File: src/hw/rtl/phmt_pkg.sv
`timescale 1ns / 1ps

package phmt_pkg;

  // Slots in one table, and the width of a stored handle.
  localparam int unsigned ENTRIES      = 64;
  localparam int unsigned HANDLE_WIDTH = 16;

  localparam int unsigned TOTAL_SLOTS = 2 * ENTRIES;
  localparam int unsigned SLOT_W      = $clog2(ENTRIES);
  localparam int unsigned ADDR_W      = $clog2(TOTAL_SLOTS);

  // Fixed widths of the ports.
  localparam int unsigned CMD_W       = 2;
  localparam int unsigned STATUS_W    = 2;
  localparam int unsigned PORT_W      = 16;
  localparam int unsigned SLOT_PORT_W = 6;

  typedef logic [HANDLE_WIDTH-1:0] handle_t;
  typedef logic [SLOT_W-1:0]       slot_idx_t;
  typedef logic [ADDR_W-1:0]       addr_t;

  typedef enum logic [CMD_W-1:0] {
    CMD_FIND   = 2'd0,
    CMD_INSERT = 2'd1,
    CMD_GET    = 2'd2,
    CMD_REMOVE = 2'd3
  } cmd_e;

  typedef enum logic [STATUS_W-1:0] {
    STAT_OK   = 2'd0,
    STAT_MISS = 2'd1,
    STAT_FULL = 2'd2
  } status_e;

  typedef enum logic [1:0] {
    S_IDLE,
    S_DECIDE,
    S_READ
  } state_e;

  // Commands from the controller to the datapath.
  typedef struct packed {
    logic capture;   // latch the request and the registered match vectors
    logic commit;    // apply table updates and load the result register
    logic rd_issue;  // start the value read for a successful get
    logic rd_load;   // load the result register from the value read
  } phmt_cmd_t;

  // Status from the datapath to the controller.
  typedef struct packed {
    logic get_hit;   // the pending request is a get whose key is present
  } phmt_stat_t;

  function automatic handle_t to_handle(input logic [PORT_W-1:0] p);
    logic [HANDLE_WIDTH+PORT_W-1:0] w;
    w = {{HANDLE_WIDTH{1'b0}}, p};
    return w[HANDLE_WIDTH-1:0];
  endfunction

  function automatic logic [PORT_W-1:0] to_port(input handle_t h);
    logic [HANDLE_WIDTH+PORT_W-1:0] w;
    w = {{PORT_W{1'b0}}, h};
    return w[PORT_W-1:0];
  endfunction

  function automatic logic [SLOT_PORT_W-1:0] to_slot_port(input slot_idx_t s);
    logic [SLOT_W+SLOT_PORT_W-1:0] w;
    w = {{SLOT_PORT_W{1'b0}}, s};
    return w[SLOT_PORT_W-1:0];
  endfunction

endpackage

File: src/hw/rtl/phmt_ctrl.sv
`timescale 1ns / 1ps

module phmt_ctrl
  import phmt_pkg::*;
(
  input  logic       clk_i,
  input  logic       rst_ni,
  input  logic       in_valid_i,
  output logic       in_ready_o,
  output logic       out_valid_o,
  input  logic       out_ready_i,
  input  phmt_stat_t stat_i,
  output phmt_cmd_t  ctrl_o
);

  state_e state_q, state_d;
  logic   out_valid_q, out_valid_d;
  logic   load_ok;

  // The result register may be loaded once the previous result has left.
  assign load_ok = !out_valid_q || out_ready_i;

  always_comb begin
    state_d = state_q;
    unique case (state_q)
      S_IDLE: begin
        if (in_valid_i) begin
          state_d = S_DECIDE;
        end
      end
      S_DECIDE: begin
        if (stat_i.get_hit) begin
          state_d = S_READ;
        end else if (load_ok) begin
          state_d = S_IDLE;
        end
      end
      S_READ: begin
        if (load_ok) begin
          state_d = S_IDLE;
        end
      end
      default: state_d = S_IDLE;
    endcase
  end

  always_comb begin
    ctrl_o     = '0;
    in_ready_o = 1'b0;
    unique case (state_q)
      S_IDLE: begin
        in_ready_o     = 1'b1;
        ctrl_o.capture = in_valid_i;
      end
      S_DECIDE: begin
        ctrl_o.rd_issue = stat_i.get_hit;
        ctrl_o.commit   = !stat_i.get_hit && load_ok;
      end
      S_READ: begin
        ctrl_o.rd_load = load_ok;
      end
      default: begin
      end
    endcase
  end

  always_comb begin
    out_valid_d = out_valid_q;
    if (ctrl_o.commit || ctrl_o.rd_load) begin
      out_valid_d = 1'b1;
    end else if (out_ready_i) begin
      out_valid_d = 1'b0;
    end
  end

  always_ff @(posedge clk_i or negedge rst_ni) begin
    if (!rst_ni) begin
      state_q     <= S_IDLE;
      out_valid_q <= 1'b0;
    end else begin
      state_q     <= state_d;
      out_valid_q <= out_valid_d;
    end
  end

  assign out_valid_o = out_valid_q;

endmodule

File: config.mk
export PLATFORM = sky130hd
export DESIGN_NAME = phmt_ctrl
export DESIGN_NICKNAME = d
export VERILOG_FILES = /design/src/hw/rtl/phmt_pkg.sv /design/src/hw/rtl/phmt_ctrl.sv
export SDC_FILE = /design/constraint.sdc
export NUM_CORES = 1
export LEC_CHECK = 0
export ABC_AREA = 1
export BUFFER_PORTS_ARGS = -buffer_cell sky130_fd_sc_hd__buf_2
export CORE_AREA = 2 2 39 41
export DETAILED_ROUTE_END_ITERATION = 8
export DIE_AREA = 0 0 41 43
export SLEW_MARGIN = 20
export SYNTH_ARGS = -nofsm -noshare
export SYNTH_HDL_FRONTEND = slang
export SYNTH_SLANG_ARGS = --single-unit
File: constraint.sdc
create_clock -name clk_i -period 1.06 [get_ports clk_i]
set_input_delay 0.212 -clock clk_i [delete_from_list [all_inputs] [get_ports clk_i]]
set_output_delay 0.212 -clock clk_i [all_outputs]
set_load 0.02 [all_outputs]
# Word-level counts from Yosys, hierarchy flattened
# Cells that the tools add are included.
[classes]
n_addsub = 0
mul = 0
div = 0
order_cmp = 0
eq_ne = 3
shift = 0
muxes = 10
n_bitwise = 0
reduce_logical = 7
[ops]
columns = ["operator", "n"]
rows = [
  ["2-bit two-way mux", 4],
  ["2-bit case mux with 3 select lines", 1],
  ["1-bit two-way mux", 5],
  ["2-bit by 1-bit equality test with 1-bit output, second input constant", 1],
  ["2-bit equality test, second input constant", 1],
  ["1-bit zero test", 2],
  ["2-bit zero test", 1],
  ["1-bit logical OR", 2],
  ["2-bit inequality test, second input constant", 1],
  ["2-bit nonzero test", 1],
  ["1-bit logical AND", 1],
]
[totals]
regBits = 3
latchBits = 0
ram_bits = 0
rom_bits = 0
input_bits = 5
out_inout_bits = 6
elab_cells = 22
mem_count = 0

# Longest topological paths before layout
# Gate-level depths: netlist of run 1.
[logic_depth]
word_depth = 6
ltp_mapped = 5
depth_no_buf = 5

# Least setup slack after synthesis of run 1
# OpenSTA, ideal clock, no wires.
[synth_path]
path_type = "reg-to-output"
start = "register out_valid_q, in the netlist out_valid_o"
end = "output port ctrl_o[0] (netlist name)"
arrival_time_ns = 0.887
required_ns = 0.848
slack_ns = -0.039
path_stages_with_launch = 4
n_path_buf = 0
path_cell_list = "dfrtp_1 -> inv_1 -> nor2_4 -> nor2_1"
[synth_lines]
columns = ["item", "line_no", "text"]
rows = [
  ["from (decl)", "phmt_ctrl.sv:17", "logic out_valid_q, out_valid_d;"],
  ["from (signal assigned)", "phmt_ctrl.sv:82", "out_valid_q <= out_valid_d;"],
  ["to (decl)", "phmt_ctrl.sv:13", "output phmt_cmd_t ctrl_o"],
]

==> out/results.ini, run 1 <==
[timing]
relSlewSlack=0.900
setup_viol=5
rsz0062_at_grt=yes
hold_viol=0
finalCritPeriodShare=1.18
maxSlewViolCount=0
tns_ns=-0.775
skew_ns=0.00133
worst_slack_ns=-0.195
worstMarginPinSlew_ns=0.150
fin_crit_ns=1.26
max_freq_ghz=0.797

[die]
initial_core_util=0.130
fp.dieArea_um2=1760
core_area_um2=1380
io_pins=11
die_w_um=41
num_rows=14
die_height_um=43

[cts]
insertion_delay_ns=0.23
cts_tree=built
cts_sinks=3
cts_buffer_depth=2
clk_pin_slew_worst_paths_ns=0.04
cts_max_level=1
cts-root-buf=clkbuf_4
cts_made_buffers=3

[routing]
drcViolationCount=0
drt_iter0_markers=0
drt_pass1_iterations=1
viasPerCell=3.56
vias=217
wl_um=443
drtAntennaViolNets=0
wl_per_cell_um=7.26

[finish]
n_antenna_cell=0
area_growth_pct=91.7
layout.nets=51
mostFrequentLayoutCells=buf_4, nand2_1, buf_2
final_common_cell=buf_4
drive_gt1_frac=0.600
finalNonFillerCells=61

[power_and_ir_drop]
power_density_nw_per_um2=2030
p_seq_frac=0.237
switching_share=0.377
peakVddDrop_uv=514
p_comb_frac=0.482
power.switching_w=0.000264
pwr-share-clk=0.280
leakage_nw=0.198
intPower_w=0.000437

[logic_synthesis]
postSynthCellCount=26
yosys_register_bits=3
synth.avg_cell_area_um2=6.93
yosysTopAreaCell=dfrtp_1
yosys.cell_types.count=10
synth.top_cell.area_share=0.417
syn-cell-area_um2=180
synthesis.nets=31
ys_warn_count=0
seq_area_frac_synth=0.417
ys_top_cells_by_area=dfrtp_1, inv_1, nand2_1

[outcome]
status=complete, but fails checks
violations=setup timing

[critical_path]
path_class=register to output pin
critPathLaunchType=register
crit_arrival_ns=1.04
worstPathMaxFanout=4
endpoint_kind=output pin
cp.required_ns=0.85

[global_route]
antenna_found_initial=0
grt_first_pass_wirelength_um=696
grt_pass1_vias=204
grt_max_degree=5
track_usage=0.0624
overflow=0

[place]
place_hpwl_um=360
dpl.cell_count=53
gp_congestion=0.625
port_buffers=10
place_ws_ns=-0.00419

[min_path]
min_path_type=input port to async pin

[run]
maxCapViolCount=0

[routing by layer]
metal  track usage  part of all wire  wire length, um  vias up
met4        0.0600                 0                0        0
li1              -                 -                -      114
met5             0                 0                0        -
met2        0.0938              0.51              228        6
met1        0.0552              0.41              183       97
met3        0.0314             0.072               32        0
[kinds of logic (layout without fill, tap and decap cells)]
family / after synthesis / count (layout) / synth area share
compound gates: 1 / 1 / 0.0278
buf+inv: 8 / 27 / 0.167
flops: 3 / 3 / 0.417
simple gates: 14 / 14 / 0.389
[state kept, by name (all words and copies together) (netlist names)]
signal,count
state_q,2
out_valid_o,1
[cells in the mapped netlist]
| master | count |
|---|---|
| nand2_1 | 5 |
| nor2_4 | 1 |
| nor2_2 | 1 |
| nand2_2 | 2 |
| nor2_1 | 3 |
| inv_1 | 5 |
| dfrtp_1 | 3 |
| inv_2 | 3 |
| nand3_1 | 2 |
| o21ai_1 | 1 |
[path summary, 6_finish.rpt]
kind | from | to | slack, ns | depth (start not counted)
max | state_q[1] | ctrl_o[2] | -0.20 | 4
min | rst_ni | state_q[0] | 0.30 | 2
max reg2reg | state_q[1] | state_q[0] | 0.16 | 6
min reg2reg | out_valid_o | out_valid_o | 0.54 | 2
max in group asynchronous | rst_ni | state_q[1] | 0.65 | 2
min in group clk_i | stat_i | state_q[0] | 0.30 | 4
[area by class of cell]
class	instances	area, um2
clock buffers	4	26.3
fillers	156	1040
inverters	8	30.0
multi-input cells	15	80.1
flip-flops and latches	3	75.1
well taps	16	20.0
repair buffers	15	114
[critical path, stage by stage (launching register included)]
cell,delay (ns)
dfrtp_1,0.41
nor2_2,0.11
nand2_1,0.09
nor2_2,0.08
buf_4,0.14
[power by group through the flow]
stage	sequential, W	combinational, W	clock [W]
3_5_place_dp	0.000168	0.000265	0
6_report	0.000166	0.000338	0.000197
4_1_cts	0.000167	0.000325	0.000209
3_3_place_gp	0.000165	0.000261	0
2_1_floorplan	0.000183	0.000161	0
5_1_grt	0.000171	0.000367	0.000217
[metrics by stage]
stage / area [um2] / hold WS (ns) / total power (W) / utilization
2_1_floorplan: 183 / -0.0836 / 0.000344 / -
3_3_place_gp: 260 / 0.00903 / 0.000427 / 0.188
3_5_place_dp: 260 / 0.0134 / 0.000433 / 0.188
4_1_cts: 330 / 0.232 / 0.000701 / 0.239
5_1_grt: 345 / 0.309 / 0.000755 / 0.250
6_report: 345 / 0.298 / 0.000701 / 0.250
[timing repair]
item	4_1_cts	5_1_grt
resized for setup	10	0
hold endpoints to repair	3	0
setup buffers	1	2
endpoints found under the setup margin	5	5
pin swaps	1	2
hold buffers	1	0
(Power assumes the default switching activity.)
==> run 2: changes to the inputs <==
--- a/config.mk
+++ b/config.mk
@@ -5,7 +5,7 @@
 export SDC_FILE = /design/constraint.sdc
 export NUM_CORES = 1
 export LEC_CHECK = 0
-export ABC_AREA = 1
+export ABC_AREA = 0
 export BUFFER_PORTS_ARGS = -buffer_cell sky130_fd_sc_hd__buf_2
 export CORE_AREA = 2 2 39 41
 export DETAILED_ROUTE_END_ITERATION = 8
==> run 2 against run 1 <==
Design area up 13%. Power up 0.72%. Clock power about the same. Via count down 14%. The run still ends with setup timing left. Sequential power down 9%. Utilization up 3.3 points. Synthesized area down 9.0%.
==> out/results.ini, run 2 <==
[critical_path]
reg2reg_depth=3
endpoint_kind=output pin
max_stage_delay_ns=0.39
r2r_start=state_q[0]
cpMaxStageDelayCell=or3b_4
crit_arrival_ns=1.19
path_class=register to output pin
cp_cell_sequence=or3b_4 -> nor2_4 -> buf_6
r2r_slack_ns=0.07
cp.required_ns=0.85
critPathLaunchType=register
worstPathMaxFanout=2
reg2reg_to=state_q[1]

[finish]
fin_util=0.283
area_growth_pct=139
fillers=158
largest_register_ffs=2
finalNonFillerCells=53
final_common_cell=buf_6
multiInputGateArea_um2=128
n_antenna_cell=0
drive_gt1_frac=0.703
layout.nets=43
mostFrequentLayoutCells=buf_6, buf_2
largest-register=state_q
design_area_um2=392
seqCellArea_um2=75.1

[global_route]
grt_first_pass_wirelength_um=683
overflow=0
track_usage=0.0644
antenna_found_initial=0
grt_max_degree=6
grt_pass1_vias=194

[timing]
worst_slack_ns=-0.347
relSlewSlack=0.850
rsz0062_at_grt=yes
setup_viol=5
hold_viol=0
skew_ns=0.00145
finalCritPeriodShare=1.33
worstMarginPinSlew_ns=0.224
fin_crit_ns=1.41
max_freq_ghz=0.711
maxSlewViolCount=0

[logic_synthesis]
yosys.cell_types.count=11
ys_warn_count=0
syn-cell-area_um2=164
synth_edf_count=0
synth.top_cell.area_share=0.458
synth.avg_cell_area_um2=9.64
seq_area_frac_synth=0.458
synth_common_cells=dfrtp_1, nand2b_1, nor2_1
ys_top_cells_by_area=dfrtp_1, nand2b_1, nand4bb_1
synth_ff_type=dfrtp_1
yosysTopAreaCell=dfrtp_1
async_flop_share=1.00
postSynthCellCount=17
yosys_register_bits=3
synthesis.nets=22

[cts]
cts_sinks=3
cts_max_level=1
clk_pin_slew_worst_paths_ns=0.04
cts_made_buffers=3
insertion_delay_ns=0.23
cts_buffer_depth=2
cts-root-buf=clkbuf_4
cts_tree=built

[min_path]
min-delay-start=in_valid_i
min_path_type=input port to register
min_to=state_q[0]
worstHoldPathCells=3

[routing]
drt_iter0_markers=0
drt_pass1_iterations=1
viasPerCell=3.53
wl_um=444
drtAntennaViolNets=0
vias=187
wl_per_cell_um=8.38
drcViolationCount=0

[die]
die_height_um=43
initial_core_util=0.118
num_rows=14
io_pins=11
die_w_um=41
fp.dieArea_um2=1760
core_area_um2=1380

[power_and_ir_drop]
leakage_nw=0.184
totalPowerFinal_w=0.000706
power_density_nw_per_um2=1800
peakVddDrop_uv=530

[outcome]
violations=setup timing
status=complete, but fails checks

[run]
maxCapViolCount=0

[place]
gp_congestion=0.636
port_buffers=10
post_dp_cell_area_um2=288
dpl.cell_count=47

## run 2: per-layer routing
| layer | part of all wire | GRT usage |
|---|---|---|
| met1 | 0.37 | 0.0615 |
| met2 | 0.56 | 0.0844 |
| met3 | 0.070 | 0.0314 |
| met4 | 0 | 0.0800 |
| met5 | 0 | 0 |
## run 2: how the worst max path moves through the flow
stage               cells after the start       start   endpoint
floorplan                               2  state_q[1]  ctrl_o[2]
CTS                                     3  state_q[1]  ctrl_o[2]
global placement                        3  state_q[1]  ctrl_o[2]
finish                                  3  state_q[1]  ctrl_o[2]
global route                            3  state_q[0]  ctrl_o[2]
detailed placement                      3  state_q[1]  ctrl_o[2]
## run 2: critical path, delay by kind of cell (launching register included)
kind / cells / cell delay, ns
AND/OR/NAND/NOR: 2 / 0.48
flip-flops: 1 / 0.36
buffers and inverters: 1 / 0.12
## run 2: layout make-up
cell class,count,share of cell area
multi-input cells,14,0.326
clock buffers,4,0.0671
well taps,16,0.0511
repair buffers,16,0.364
flip-flops and latches,3,0.192
## run 2: kinds of logic after synthesis
group,share of synthesized area
flip-flops,0.458
AND/OR/NAND/NOR,0.466
AO/OA/AOI/OAI,0.0763
## run 2: metrics by stage
| stage | hold slack (ns) | setup TNS [ns] | setup slack (ns) |
|---|---|---|---|
| global placement | 0.00838 | -0.292 | -0.156 |
| finish | 0.255 | -1.18 | -0.347 |
| floorplan | -0.0836 | -0.144 | -0.109 |
| CTS | 0.242 | -1.32 | -0.387 |
| detailed placement | 0.0125 | -0.308 | -0.159 |
| global route | 0.266 | -1.48 | -0.394 |
## run 2: power by group
| group | switching [W] | total, W | leakage [nW] | internal, W |
|---|---|---|---|---|
| registers | 0.0000126 | 0.000151 | 0.0383 | 0.000139 |
| logic | 0.000155 | 0.000357 | 0.130 | 0.000202 |
| clock network | 0.0000573 | 0.000198 | 0.0150 | 0.000141 |
## run 2: timing repair
item | CTS | global route
pin swaps | 2 | 1
hold endpoints to repair | 3 | 0
resized for setup | 16 | 3
setup endpoints to repair | 7 | 6
hold buffers | 1 | 0
cloned | 0 | 0
buffers inserted | 0 | 2
